[src/hdl/tshs_pkg.sv]
package tshs_pkg;

   // Defaults for the top-level parameters
   localparam int SAMPLE_BITS_DEF    = 16;
   localparam int COEF_FRAC_BITS_DEF = 16;

   // Control registers
   localparam int REG_BITS = 16;
   localparam int IDX_BITS = 2;

   localparam logic [IDX_BITS-1:0] REG_FILTER_COEF   = 2'd0;
   localparam logic [IDX_BITS-1:0] REG_FIRST_THRESH  = 2'd1;
   localparam logic [IDX_BITS-1:0] REG_SECOND_THRESH = 2'd2;

   localparam logic [REG_BITS-1:0] FILTER_COEF_RST   = 16'd65468;
   localparam logic [REG_BITS-1:0] FIRST_THRESH_RST  = 16'd983;
   localparam logic [REG_BITS-1:0] SECOND_THRESH_RST = 16'd3932;

   typedef struct packed {
      logic [REG_BITS-1:0] filter_coef;
      logic [REG_BITS-1:0] first_thresh;
      logic [REG_BITS-1:0] second_thresh;
   } csr_type;

endpackage

[src/hdl/tshs_core.sv]
module tshs_core
   import tshs_pkg::*;
#(
   parameter int SAMPLE_BITS    = SAMPLE_BITS_DEF,
   parameter int COEF_FRAC_BITS = COEF_FRAC_BITS_DEF
) (
   input  logic                          clock,
   input  logic                          reset,
   input  logic                          advance,
   input  logic signed [SAMPLE_BITS-1:0] sample,
   input  csr_type                       csr,
   output logic                          ppi_level,
   output logic signed [SAMPLE_BITS+1:0] filtered_value
);

   localparam int OUT_BITS  = SAMPLE_BITS + 2;
   localparam int SUM_BITS  = SAMPLE_BITS + 3;
   localparam int PROD_BITS = SUM_BITS + REG_BITS + 1;
   localparam int CMP_BITS  = ((OUT_BITS > REG_BITS) ? OUT_BITS : REG_BITS) + 2;

   localparam logic signed [PROD_BITS-1:0] OUT_MAX = PROD_BITS'(2**(OUT_BITS-1) - 1);
   localparam logic signed [PROD_BITS-1:0] OUT_MIN = PROD_BITS'(-(2**(OUT_BITS-1)));
   localparam logic signed [CMP_BITS-1:0]  FULL_SCALE = CMP_BITS'(2**(SAMPLE_BITS-1));

   logic signed [SAMPLE_BITS-1:0] prev_sample_ff;
   logic signed [OUT_BITS-1:0]    prev_output_ff;
   logic                          first_level_ff;
   logic                          second_level_ff;

   logic signed [SUM_BITS-1:0]    sum;
   logic signed [PROD_BITS-1:0]   sum_ext;
   logic signed [PROD_BITS-1:0]   coef_ext;
   logic signed [PROD_BITS-1:0]   prod;
   logic signed [PROD_BITS-1:0]   shifted;
   logic signed [OUT_BITS-1:0]    y;
   logic signed [CMP_BITS-1:0]    y_cmp;
   logic signed [CMP_BITS-1:0]    h1_cmp;
   logic signed [CMP_BITS-1:0]    h2_cmp;
   logic                          first_level_in;
   logic                          second_level_in;

   always_comb begin
      sum = SUM_BITS'(prev_output_ff) + SUM_BITS'(sample) - SUM_BITS'(prev_sample_ff);
      sum_ext  = PROD_BITS'(sum);
      coef_ext = signed'({{(PROD_BITS-REG_BITS){1'b0}}, csr.filter_coef});
      prod     = sum_ext * coef_ext;
      // arithmetic shift floors toward minus infinity
      shifted  = prod >>> COEF_FRAC_BITS;
      if (shifted > OUT_MAX) begin
         y = OUT_MAX[OUT_BITS-1:0];
      end else if (shifted < OUT_MIN) begin
         y = OUT_MIN[OUT_BITS-1:0];
      end else begin
         y = shifted[OUT_BITS-1:0];
      end
   end

   always_comb begin
      y_cmp  = CMP_BITS'(y);
      h1_cmp = signed'({{(CMP_BITS-REG_BITS){1'b0}}, csr.first_thresh});
      h2_cmp = signed'({{(CMP_BITS-REG_BITS){1'b0}}, csr.second_thresh});

      if (y_cmp >= h1_cmp) begin
         first_level_in = 1'b1;
      end else if (y_cmp <= -h1_cmp) begin
         first_level_in = 1'b0;
      end else begin
         first_level_in = first_level_ff;
      end

      // first level swings to full scale: it crosses the band only if the band fits
      if (h2_cmp <= FULL_SCALE) begin
         second_level_in = first_level_in;
      end else begin
         second_level_in = second_level_ff;
      end
   end

   always_ff @(posedge clock) begin
      if (reset) begin
         prev_sample_ff  <= '0;
         prev_output_ff  <= '0;
         first_level_ff  <= 1'b1;
         second_level_ff <= 1'b1;
      end else if (advance) begin
         prev_sample_ff  <= sample;
         prev_output_ff  <= y;
         first_level_ff  <= first_level_in;
         second_level_ff <= second_level_in;
      end
   end

   assign ppi_level      = second_level_in;
   assign filtered_value = y;

   a_second_holds: assert property (@(posedge clock) disable iff (reset)
      (advance && h2_cmp > FULL_SCALE) |=> $stable(second_level_ff))
      else $error("second level moved with threshold above full scale");

   a_second_copies: assert property (@(posedge clock) disable iff (reset)
      (advance && csr.second_thresh == '0) |=> (second_level_ff == first_level_ff))
      else $error("second level does not follow first level at zero threshold");

   a_first_sets: assert property (@(posedge clock) disable iff (reset)
      (advance && y_cmp >= h1_cmp) |=> first_level_ff)
      else $error("first level not set above threshold");

endmodule

[src/hdl/tape_signal_highpass_schmitt_slicer_unit.sv]
// Tape read slicer: DC-blocking high-pass filter followed by two Schmitt triggers.
// Input channel req_*: one signed audio sample per item in req_tdata.
// Result channel rsp_*: one item per input item, carrying the PPI read level
// and the saturated filter output.
// Control port csr_*: write csr_wdata to register csr_index when csr_we is high;
// index 0 filter coefficient, 1 first threshold, 2 second threshold.
// Write registers only while no item is in flight.
// Path: an accepted item passes the input register, then the result register,
// before it is presented on rsp_*. Throughput: one item per cycle while the
// receiver does not stall; the filter recursion closes through one multiply.
// Reset clears both stages, zeroes the filter history, sets both levels
// positive and loads the register defaults.
// When the receiver stalls, the result register holds its item and the input
// register still takes one more item; after that req_tready drops until
// rsp_tready returns.
module tape_signal_highpass_schmitt_slicer_unit
   import tshs_pkg::*;
#(
   parameter int SAMPLE_BITS    = SAMPLE_BITS_DEF,
   parameter int COEF_FRAC_BITS = COEF_FRAC_BITS_DEF
) (
   input  logic                                    clock,
   input  logic                                    reset,
   input  logic                                    req_tvalid,
   output logic                                    req_tready,
   input  logic [((SAMPLE_BITS+7)/8)*8-1:0]        req_tdata,  // sample
   output logic                                    rsp_tvalid,
   input  logic                                    rsp_tready,
   output logic [((SAMPLE_BITS+10)/8)*8-1:0]       rsp_tdata,  // ppi_level, filtered_value
   input  logic                                    csr_we,
   input  logic [IDX_BITS-1:0]                     csr_index,
   input  logic [REG_BITS-1:0]                     csr_wdata
);

   localparam int RSP_BITS = ((SAMPLE_BITS+10)/8)*8;

   logic                          s1_valid_ff;
   logic signed [SAMPLE_BITS-1:0] s1_sample_ff;
   logic                          rsp_valid_ff;
   logic [RSP_BITS-1:0]           rsp_data_ff;
   csr_type                       csr_ff;

   logic                          out_free;
   logic                          advance;
   logic                          ppi_level;
   logic signed [SAMPLE_BITS+1:0] filtered_value;

   assign out_free   = !rsp_valid_ff || rsp_tready;
   assign advance    = s1_valid_ff && out_free;
   assign req_tready = !s1_valid_ff || out_free;
   assign rsp_tvalid = rsp_valid_ff;
   assign rsp_tdata  = rsp_data_ff;

   always_ff @(posedge clock) begin
      if (reset) begin
         csr_ff.filter_coef   <= FILTER_COEF_RST;
         csr_ff.first_thresh  <= FIRST_THRESH_RST;
         csr_ff.second_thresh <= SECOND_THRESH_RST;
      end else if (csr_we) begin
         case (csr_index)
            REG_FILTER_COEF:   csr_ff.filter_coef   <= csr_wdata;
            REG_FIRST_THRESH:  csr_ff.first_thresh  <= csr_wdata;
            REG_SECOND_THRESH: csr_ff.second_thresh <= csr_wdata;
            default: ;
         endcase
      end
   end

   always_ff @(posedge clock) begin
      if (reset) begin
         s1_valid_ff <= 1'b0;
      end else if (req_tready) begin
         s1_valid_ff <= req_tvalid;
      end
   end

   always_ff @(posedge clock) begin
      if (req_tvalid && req_tready) begin
         s1_sample_ff <= req_tdata[SAMPLE_BITS-1:0];
      end
   end

   always_ff @(posedge clock) begin
      if (reset) begin
         rsp_valid_ff <= 1'b0;
      end else if (out_free) begin
         rsp_valid_ff <= s1_valid_ff;
      end
   end

   always_ff @(posedge clock) begin
      if (advance) begin
         rsp_data_ff <= RSP_BITS'({filtered_value, ppi_level});
      end
   end

   tshs_core #(
      .SAMPLE_BITS   (SAMPLE_BITS),
      .COEF_FRAC_BITS(COEF_FRAC_BITS)
   ) u_core (
      .clock         (clock),
      .reset         (reset),
      .advance       (advance),
      .sample        (s1_sample_ff),
      .csr           (csr_ff),
      .ppi_level     (ppi_level),
      .filtered_value(filtered_value)
   );

   a_advance_fills: assert property (@(posedge clock) disable iff (reset)
      advance |=> rsp_valid_ff)
      else $error("processed item did not reach result register");

   a_accept_fills: assert property (@(posedge clock) disable iff (reset)
      (req_tvalid && req_tready) |=> s1_valid_ff)
      else $error("accepted item not held in input register");

   a_stall_holds: assert property (@(posedge clock) disable iff (reset)
      (s1_valid_ff && !out_free) |=> (s1_valid_ff && $stable(s1_sample_ff)))
      else $error("input register lost item during stall");

endmodule
[config.mk]
export PLATFORM = sky130hd
export DESIGN_NAME = tape_signal_highpass_schmitt_slicer_unit
export DESIGN_NICKNAME = d
export VERILOG_FILES = /design/src/hdl/tshs_pkg.sv /design/src/hdl/tshs_core.sv /design/src/hdl/tape_signal_highpass_schmitt_slicer_unit.sv
export SDC_FILE = /design/constraint.sdc
export NUM_CORES = 1
export LEC_CHECK = 0
export BUFFER_PORTS_ARGS = -buffer_cell sky130_fd_sc_hd__buf_4
export CORE_MARGIN = 10
export CORE_UTILIZATION = 40
export CTS_CLUSTER_SIZE = 8
export DETAILED_ROUTE_END_ITERATION = 8
export SETUP_SLACK_MARGIN = 0.3
export SYNTH_ARGS = -nofsm -noshare
export SYNTH_HDL_FRONTEND = slang
export SYNTH_SLANG_ARGS = --single-unit
[constraint.sdc]
create_clock -name clock -period 30.9 [get_ports clock]
set_input_delay 6.18 -clock clock [delete_from_list [all_inputs] [get_ports clock]]
set_output_delay 6.18 -clock clock [all_outputs]
set_load 0.005 [all_outputs]
# After elaboration in Yosys (flattened, before gate mapping)

Index checks and enable logic that the tools add are counted.

Bits in registers: 121
Bits of input ports: 39

Add/sub/neg operators: 3
$mul: 1
Order comparisons: 5
Equal/unequal tests: 2
Mux-type cells: 5
Reduce and logical (&&, ||, !) cells: 10

Operators by type and width:

| operator               | number |
|---|---|
| $mul A19 B17 Y36       | 1 |
| $mux W18               | 2 |
| $gt A20 B18 Y1 const B | 1 |
| $le A18 B20 Y1         | 1 |
| $lt A20 B18 Y1 const B | 1 |
| $neg A16 Y20           | 1 |
| $add A18 B16 Y19       | 1 |
| $sub A19 B16 Y19       | 1 |
| $ge A18 B17 Y1         | 1 |
| $le A16 B16 Y1 const B | 1 |
| $reduce_and A2 Y1      | 3 |
| $mux W1                | 3 |
| $eq A2 B1 Y1 const B   | 1 |
| $eq A2 B2 Y1 const B   | 1 |
| $logic_and A1 B1 Y1    | 2 |
| $logic_not A1 Y1       | 2 |
| $logic_not A2 Y1       | 1 |
| $logic_or A1 B1 Y1     | 2 |

# Logic depth before layout (Yosys ltp)

Gate-level depths: netlist (run 1).

Depth in word-level cells: 10
Mapped depth: 50
Depth with buffers taken out: 49

# Cells and area by module

From an unflattened synthesis (run 1), not the netlist that was laid out.

Cell total of the unflattened synthesis: 2132
Area, all modules: 19429.9 sq um

Modules (own cells, without submodules):

| module                                   | instances | cells each | area an instance (sq um) | seq. area each (sq um) |
|---|---|---|---|---|
| tshs_core                                | 1         | 1890       | 16316.9                  | 720.7 |
| tape_signal_highpass_schmitt_slicer_unit | 1         | 242        | 3113.0                   | 2052.0 |

# Worst setup path after synthesis (run 1)

No wires, ideal clock.

Kind: input to output
Start: input rsp_tready
End: output req_tready
Arrival time: 6.446 ns
Required time: 24.720 ns
Setup slack: 18.274 ns
Stages on the path: 2
Cell sequence: nor2b_1 nand2_1

Longest elaborated chain between the ends: 2

Ends and longest elaborated chain:

| element            | RTL line                                       | text |
|---|---|---|
| start, declared    | tape_signal_highpass_schmitt_slicer_unit.sv:28 | `input logic rsp_tready,` |
| $logic_or A1 B1 Y1 | tape_signal_highpass_schmitt_slicer_unit.sv:48 | `assign out_free = !rsp_valid_ff \|\| rsp_tready;` |
| $logic_or A1 B1 Y1 | tape_signal_highpass_schmitt_slicer_unit.sv:50 | `assign req_tready = !s1_valid_ff \|\| out_free;` |
| end, declared      | tape_signal_highpass_schmitt_slicer_unit.sv:25 | `output logic req_tready,` |

Every way passes these cells.

# Worst setup path after layout (run 1)

Same ends and word-level chain as after synthesis.

==> impl_results.html, run 1 <==
<table>
<tr><th>Metric</th><th>Value</th></tr>
<tr><th colspan="2">Status</th></tr>
<tr><td>Outcome</td><td>finished clean</td></tr>
<tr><th colspan="2">Drt</th></tr>
<tr><td>Final WL</td><td>43300 µm</td></tr>
<tr><td>Via count</td><td>13027</td></tr>
<tr><td>Via-per-instance ratio</td><td>5.02</td></tr>
<tr><td>Pre-antenna DRT Iters</td><td>6</td></tr>
<tr><td>Drt drc</td><td>0</td></tr>
<tr><td>Routed Antenna Nets</td><td>0</td></tr>
<tr><td>First DRT Iteration DRCs</td><td>649</td></tr>
<tr><td>Routed wire per std cell</td><td>16.7 µm</td></tr>
<tr><th colspan="2">Setup path</th></tr>
<tr><td>Delay contributed by the slowest stage of the critical path</td><td>0.22 ns</td></tr>
<tr><td>Number of gates on the worst path with buffers counted</td><td>4</td></tr>
<tr><td>Source of the critical timing path</td><td>rsp_tready</td></tr>
<tr><td>Register-to-Register Path Depth</td><td>42</td></tr>
<tr><td>Kind of start point of the critical path</td><td>input pin</td></tr>
<tr><td>Required @ worst endpoint</td><td>24.72 ns</td></tr>
<tr><td>Classification of the worst setup path</td><td>input pin to output pin</td></tr>
<tr><td>Largest delay share family, worst path</td><td>simple AND/OR/NAND/NOR gates</td></tr>
<tr><td>Crit path max-delay cell type</td><td>sky130_fd_sc_hd__nor2b_1</td></tr>
<tr><td>Reg-to-reg setup timing slack</td><td>18.10 ns</td></tr>
<tr><td>Signal arrival time at the worst endpoint</td><td>6.78 ns</td></tr>
<tr><td>Max FO, Critical Path</td><td>4</td></tr>
<tr><td>Cell repeated most along the worst path</td><td>sky130_fd_sc_hd__buf_4</td></tr>
<tr><td>Reg-to-reg startpoint</td><td>s1_sample_ff[1]</td></tr>
<tr><td>Count of buffer and inverter cells on the critical path</td><td>2</td></tr>
<tr><td>Crit. End Element</td><td>output pin</td></tr>
<tr><td>RR Endpoint</td><td>rsp_tdata[0]</td></tr>
<tr><td>Cell breakdown of the critical path</td><td>buf_4 &gt; nor2b_1 &gt; nand2_1 &gt; buf_4</td></tr>
<tr><th colspan="2">Place</th></tr>
<tr><td>Total half-perimeter wirelength after legalization and detailed placement</td><td>34200 µm</td></tr>
<tr><td>Port Buffers</td><td>59</td></tr>
<tr><td>Routability congestion estimate</td><td>0.885</td></tr>
<tr><th colspan="2">Floorplan</th></tr>
<tr><td>Die Footprint</td><td>0.0532 mm²</td></tr>
<tr><td>Horizontal extent of the die</td><td>231 µm</td></tr>
<tr><td>Top-level port count</td><td>65</td></tr>
<tr><td>Die Ht</td><td>231 µm</td></tr>
<tr><td>Row cnt</td><td>77</td></tr>
<tr><td>Area of the core</td><td>0.0440 mm²</td></tr>
<tr><td>Initial core utilization</td><td>40.3%</td></tr>
<tr><th colspan="2">GRT</th></tr>
<tr><td>Number of global-route vias before repair</td><td>13879</td></tr>
<tr><td>Total GRT Usage</td><td>16.8%</td></tr>
<tr><td>Congestion Overflow GR</td><td>0</td></tr>
<tr><td>Pin count of the biggest net entering global routing</td><td>79</td></tr>
<tr><td>Number of antenna violations at the first check in global routing</td><td>3</td></tr>
<tr><td>Wire length of the first global-routing pass</td><td>72100 µm</td></tr>
<tr><th colspan="2">Worst hold path</th></tr>
<tr><td>Cell count of the worst hold path</td><td>2</td></tr>
<tr><td>Hold Crit Start</td><td>csr_ff[13]</td></tr>
<tr><td>Hold WC Path Type</td><td>flop to flop</td></tr>
<tr><td>Worst min-delay path endpoint</td><td>csr_ff[13]</td></tr>
<tr><th colspan="2">Synth</th></tr>
<tr><td>Top cells by area, synth</td><td>sky130_fd_sc_hd__fa_1, sky130_fd_sc_hd__ha_1, sky130_fd_sc_hd__dfxtp_1, sky130_fd_sc_hd__inv_1, sky130_fd_sc_hd__nand2_1</td></tr>
<tr><td>Cell count after synthesis</td><td>1970</td></tr>
<tr><td>Syn Area/Cell</td><td>9.02 µm²</td></tr>
<tr><td>Netlist area before placement</td><td>0.0178 mm²</td></tr>
<tr><td>Seq cells post-synth</td><td>121</td></tr>
<tr><td>Share of synthesized registers carrying an async set or reset</td><td>0%</td></tr>
<tr><td>Dominant synthesized flop cell</td><td>sky130_fd_sc_hd__dfxtp_1</td></tr>
<tr><td>Part of the Yosys area used for sequential elements</td><td>15.6%</td></tr>
<tr><td>Unique cell type count in the Yosys netlist</td><td>63</td></tr>
<tr><td>Post-synth EDFFs</td><td>35</td></tr>
<tr><td>Share of the synthesized area in the top cell type</td><td>35.7%</td></tr>
<tr><td>Most area-hungry cell type in the Yosys netlist</td><td>sky130_fd_sc_hd__fa_1</td></tr>
<tr><td>Warnings, synthesis</td><td>0</td></tr>
<tr><th colspan="2">Finish</th></tr>
<tr><td>Antenna cells</td><td>0</td></tr>
<tr><td>Total Nets Final</td><td>2490</td></tr>
<tr><td>Fraction of layout cells with a size suffix above 1</td><td>7.29%</td></tr>
<tr><td>Signed area change from the synthesized netlist to the final layout</td><td>9.79%</td></tr>
<tr><th colspan="2">STA</th></tr>
<tr><td>Worst clock skew on the final layout</td><td>0.0184 ns</td></tr>
<tr><td>Final worst-path cycle share</td><td>41.9%</td></tr>
<tr><td>Total count of max-transition violations in the final report</td><td>0</td></tr>
<tr><td>Setup violation total in the final timing report</td><td>0</td></tr>
<tr><td>Unrepaired setup endpoints after global routing</td><td>false</td></tr>
<tr><td>Min Clock Period, post-route</td><td>12.96 ns</td></tr>
<tr><td>Tightest Pin Transition</td><td>1.13 ns</td></tr>
<tr><td>Hold Fails Final Rpt</td><td>0</td></tr>
<tr><td>Total Negative Setup Slacks</td><td>0 ns</td></tr>
<tr><td>Worst relative slew slack</td><td>24.1%</td></tr>
<tr><td>Fmax achieved</td><td>77.2 MHz</td></tr>
<tr><th colspan="2">Clock network</th></tr>
<tr><td>Max Buffers Root-to-Sink</td><td>2</td></tr>
<tr><td>Inserted Clock Buffers</td><td>17</td></tr>
<tr><td>Clock tree root driver cell</td><td>sky130_fd_sc_hd__clkbuf_16</td></tr>
<tr><td>Clock-pin slew on the worst setup and hold paths</td><td>0.06 ns</td></tr>
<tr><td>Maximum level of the CTS H-tree</td><td>4</td></tr>
<tr><td>Clock tree from TritonCTS</td><td>yes</td></tr>
<tr><td>Clk sink count</td><td>121</td></tr>
<tr><td>Total setup buffers inserted after CTS</td><td>0</td></tr>
<tr><td>Insertion delay to the later sink of the worst-skew pair</td><td>0.42 ns</td></tr>
<tr><td>Count of hold buffers inserted by post-cts repair</td><td>0</td></tr>
<tr><td>Count of cells resized by post-cts repair</td><td>0</td></tr>
<tr><th colspan="2">Run</th></tr>
<tr><td>Number of max-cap violations</td><td>0</td></tr>
</table>
state kept, by name, indices dropped and copies added, names as in the netlist:
register                count
u_core.prev_output_ff      18
rsp_tvalid                  1
csr_ff                     48
u_core.second_level_ff      1
s1_sample_ff               16
rsp_tdata                  19
s1_valid_ff                 1
u_core.prev_sample_ff      16
u_core.first_level_ff       1
cell families after synthesis:
kind of cell,share of synthesized area (%)
simple gates,15.9
buf+inv,11.0
fa+ha+maj,46.2
compound gates,8.14
flops,15.6
xor+xnor,2.90
mux,0.225
other cells,0.0211
how the worst max path moves through the flow:
stage	end	slack [ns]
after floorplan	req_tready	18.27
after global placement	req_tready	17.97
after detailed placement	req_tready	18.00
after CTS	req_tready	17.95
after global routing	rsp_tdata[0]	17.40
final	req_tready	17.94
cells in the final DEF (no fill, tap or decap), types with 20 or more instances in the layout:
cell                         n
sky130_fd_sc_hd__nor2_1     49
sky130_fd_sc_hd__a21oi_1    70
sky130_fd_sc_hd__a211o_1    22
sky130_fd_sc_hd__a21o_1     20
sky130_fd_sc_hd__dfxtp_1    86
sky130_fd_sc_hd__xnor2_1    38
sky130_fd_sc_hd__fa_1      317
sky130_fd_sc_hd__and2_1    138
sky130_fd_sc_hd__inv_1     426
sky130_fd_sc_hd__o21ai_0    25
sky130_fd_sc_hd__buf_4      86
sky130_fd_sc_hd__edfxtp_1   35
sky130_fd_sc_hd__nand2_1   298
sky130_fd_sc_hd__ha_1      144
per-layer routing:
metal  up-vias  GRT usage, %  share of wire [%]
met5         -             0              0.032
met4         2          3.64                1.7
met3        61          2.10                3.8
met2       264          30.0                 52
met1      6645          21.2                 43
li1       6055             -                  -
stage by stage:
step / util, % / cell area, µm² / setup WS, ns / cells / hold slack [ns]
detailed placement: 42.9 / 18900 / 18.00 / 2563 / 0.448
global route: 44.3 / 19500 / 17.40 / 2595 / 0.468
CTS: 44.3 / 19500 / 17.95 / 2595 / 0.456
global placement: 42.9 / 18900 / 17.97 / 2563 / 0.442
floorplan: - / 17800 / 18.27 / 1974 / 0.436
finish: 44.3 / 19500 / 17.94 / 2595 / 0.455
cells in the mapped netlist (25+ instances only):
library cell	number
sky130_fd_sc_hd__nor2_1	50
sky130_fd_sc_hd__a21oi_1	71
sky130_fd_sc_hd__and2_1	138
sky130_fd_sc_hd__edfxtp_1	35
sky130_fd_sc_hd__nand2_1	298
sky130_fd_sc_hd__inv_1	426
sky130_fd_sc_hd__xnor2_1	48
sky130_fd_sc_hd__o21ai_0	25
sky130_fd_sc_hd__dfxtp_1	86
sky130_fd_sc_hd__ha_1	144
sky130_fd_sc_hd__fa_1	317
sky130_fd_sc_hd__clkbuf_1	77
worst reg2reg max path: cells and delay by family (launching register included):
family,cells,cell delay [ns]
flip-flops,1,0.41
buffers and inverters,4,0.43
AND/OR/NAND/NOR,4,1.34
XOR/XNOR,2,0.70
AO/OA/AOI/OAI,21,4.94
multiplexers,1,0.12
adder cells (fa/ha/maj),10,4.61
final cells by class:
type | instances | area, µm²
clock buffers | 21 | 483
clock inverters | 11 | 130
fillers | 4300 | 24500
inverters | 426 | 1600
multi-input cells | 1338 | 13100
flip-flops and latches | 121 | 2770
well taps | 592 | 741
repair buffers | 86 | 646
Power of run 1 is left out: the tool's default activity adds up to more than one toggle a clock period on the data nets, which glitch-free logic cannot reach.
==> inputs of run 2 (changes only) <==
==> constraint.sdc (replaced) <==
create_clock -name clock -period 13.18 [get_ports clock]
set_input_delay 2.636 -clock clock [delete_from_list [all_inputs] [get_ports clock]]
set_output_delay 2.636 -clock clock [all_outputs]
set_load 0.005 [all_outputs]
==> impl_results.html, run 2 (synthesized netlist as in run 1, its figures left out) <==
<table>
<tr><th>Metric</th><th>Value</th></tr>
<tr><th colspan="2">Clock network</th></tr>
<tr><td>Clock tree root driver cell</td><td>sky130_fd_sc_hd__clkbuf_16</td></tr>
<tr><td>Clk sink count</td><td>121</td></tr>
<tr><td>Maximum level of the CTS H-tree</td><td>4</td></tr>
<tr><td>Clock tree from TritonCTS</td><td>yes</td></tr>
<tr><td>Insertion delay to the later sink of the worst-skew pair</td><td>0.42 ns</td></tr>
<tr><td>Inserted Clock Buffers</td><td>17</td></tr>
<tr><td>Count of hold buffers inserted by post-cts repair</td><td>0</td></tr>
<tr><td>Clock-pin slew on the worst setup and hold paths</td><td>0.06 ns</td></tr>
<tr><td>Max Buffers Root-to-Sink</td><td>2</td></tr>
<tr><th colspan="2">Drt</th></tr>
<tr><td>Via-per-instance ratio</td><td>5.05</td></tr>
<tr><td>Final WL</td><td>44400 µm</td></tr>
<tr><td>Drt drc</td><td>0</td></tr>
<tr><td>Routed wire per std cell</td><td>17.0 µm</td></tr>
<tr><td>Pre-antenna DRT Iters</td><td>4</td></tr>
<tr><td>Routed Antenna Nets</td><td>0</td></tr>
<tr><td>First DRT Iteration DRCs</td><td>670</td></tr>
<tr><td>Via count</td><td>13145</td></tr>
<tr><th colspan="2">Setup path</th></tr>
<tr><td>Kind of start point of the critical path</td><td>flop</td></tr>
<tr><td>Crit path max-delay cell type</td><td>sky130_fd_sc_hd__fa_1</td></tr>
<tr><td>Delay contributed by the slowest stage of the critical path</td><td>0.60 ns</td></tr>
<tr><td>Classification of the worst setup path</td><td>flop to flop</td></tr>
<tr><td>Signal arrival time at the worst endpoint</td><td>12.23 ns</td></tr>
<tr><td>Required @ worst endpoint</td><td>13.33 ns</td></tr>
<tr><td>Max FO, Critical Path</td><td>18</td></tr>
<tr><td>Crit. End Element</td><td>flop</td></tr>
<tr><td>Cell repeated most along the worst path</td><td>sky130_fd_sc_hd__fa_1</td></tr>
<tr><th colspan="2">GRT</th></tr>
<tr><td>Pin count of the biggest net entering global routing</td><td>49</td></tr>
<tr><td>Congestion Overflow GR</td><td>0</td></tr>
<tr><td>Wire length of the first global-routing pass</td><td>73500 µm</td></tr>
<tr><td>Number of global-route vias before repair</td><td>13942</td></tr>
<tr><td>Number of antenna violations at the first check in global routing</td><td>2</td></tr>
<tr><td>Total GRT Usage</td><td>17.2%</td></tr>
<tr><th colspan="2">Floorplan</th></tr>
<tr><td>Horizontal extent of the die</td><td>231 µm</td></tr>
<tr><td>Initial core utilization</td><td>40.3%</td></tr>
<tr><td>Row cnt</td><td>77</td></tr>
<tr><td>Top-level port count</td><td>65</td></tr>
<tr><td>Die Footprint</td><td>0.0532 mm²</td></tr>
<tr><td>Area of the core</td><td>0.0440 mm²</td></tr>
<tr><td>Die Ht</td><td>231 µm</td></tr>
<tr><th colspan="2">STA</th></tr>
<tr><td>Setup violation total in the final timing report</td><td>0</td></tr>
<tr><td>Total Negative Setup Slacks</td><td>0 ns</td></tr>
<tr><td>Final Hold Slack</td><td>0.458 ns</td></tr>
<tr><td>Fmax achieved</td><td>82.8 MHz</td></tr>
<tr><td>Worst relative slew slack</td><td>19.7%</td></tr>
<tr><td>Unrepaired setup endpoints after global routing</td><td>false</td></tr>
<tr><td>Min Clock Period, post-route</td><td>12.08 ns</td></tr>
<tr><td>Worst clock skew on the final layout</td><td>0.0121 ns</td></tr>
<tr><td>Hold Fails Final Rpt</td><td>0</td></tr>
<tr><td>Tightest Pin Transition</td><td>1.20 ns</td></tr>
<tr><td>Final worst-path cycle share</td><td>91.7%</td></tr>
<tr><td>Total count of max-transition violations in the final report</td><td>0</td></tr>
<tr><th colspan="2">Place</th></tr>
<tr><td>Total half-perimeter wirelength after legalization and detailed placement</td><td>35100 µm</td></tr>
<tr><td>Port Buffers</td><td>59</td></tr>
<tr><td>Routability congestion estimate</td><td>0.894</td></tr>
<tr><th colspan="2">Finish</th></tr>
<tr><td>Fraction of layout cells with a size suffix above 1</td><td>7.91%</td></tr>
<tr><td>Most flop-heavy register</td><td>csr_ff</td></tr>
<tr><td>Commonest cells after routing, fill and taps aside</td><td>sky130_fd_sc_hd__inv_1, sky130_fd_sc_hd__fa_1, sky130_fd_sc_hd__nand2_1</td></tr>
<tr><td>Signed area change from the synthesized netlist to the final layout</td><td>10.2%</td></tr>
<tr><td>Total Nets Final</td><td>2498</td></tr>
<tr><td>Largest register FFs</td><td>48</td></tr>
<tr><td>Leading cell type in the layout, fill and taps excluded</td><td>sky130_fd_sc_hd__inv_1</td></tr>
<tr><td>Antenna cells</td><td>0</td></tr>
<tr><th colspan="2">Status</th></tr>
<tr><td>Outcome</td><td>finished clean</td></tr>
<tr><th colspan="2">Run</th></tr>
<tr><td>Number of max-cap violations</td><td>0</td></tr>
<tr><th colspan="2">Worst hold path</th></tr>
<tr><td>Hold WC Path Type</td><td>flop to flop</td></tr>
</table>
-- run 2: cell type report --
class | instances | area, µm²
clock buffers | 18 | 429
clock inverters | 14 | 136
fillers | 4323 | 24400
inverters | 426 | 1600
multi-input cells | 1338 | 13200
flip-flops and latches | 121 | 2770
well taps | 592 | 741
repair buffers | 94 | 706
-- run 2: repair_timing --
item	CTS	global route
gates resized for setup	0	13
endpoints found under the setup margin	0	3
buffers inserted	0	6
-- run 2: critical path: cells and delay by family, from the launching register on --
kind	cells	cell delay (ns)
DFF	1	0.42
and+or+nand+nor	3	0.74
adders and majority gates	10	4.60
muxes	1	0.11
xor gates and xnor gates	1	0.26
buffers and inverters	5	0.49
AOI/OAI and AO/OA	24	5.19
-- run 2: path summary, 6_finish.rpt --
kind                                                from  slack [ns]                       end  cells after the start
worst max-delay path                     s1_sample_ff[1]        1.10              rsp_tdata[0]                     44
worst min-delay path            u_core.prev_sample_ff[2]        0.46  u_core.prev_sample_ff[2]                      2
worst min register to register  u_core.prev_sample_ff[2]        0.46  u_core.prev_sample_ff[2]                      2
worst max register to register           s1_sample_ff[1]        1.10              rsp_tdata[0]                     44
-- run 2: routing by layer --
metal	GRT usage [%]	up-vias	wire (µm)
met1	22.1	6764	19200
met5	0	-	0
li1	-	6072	-
met3	1.86	44	1740
met2	30.7	265	22800
met4	3.27	0	665
-- run 2: metrics by stage --
step	std cells	utilization (%)	cell area, µm²	setup WS [ns]
after global placement	2565	42.9	18900	0.876
after CTS	2597	44.2	19500	0.470
after global routing	2603	44.5	19600	0.296
after floorplan	1974	-	17800	1.82
final	2603	44.5	19600	1.10
after detailed placement	2565	42.9	18900	0.525
Power of run 2 is left out for the same reason.
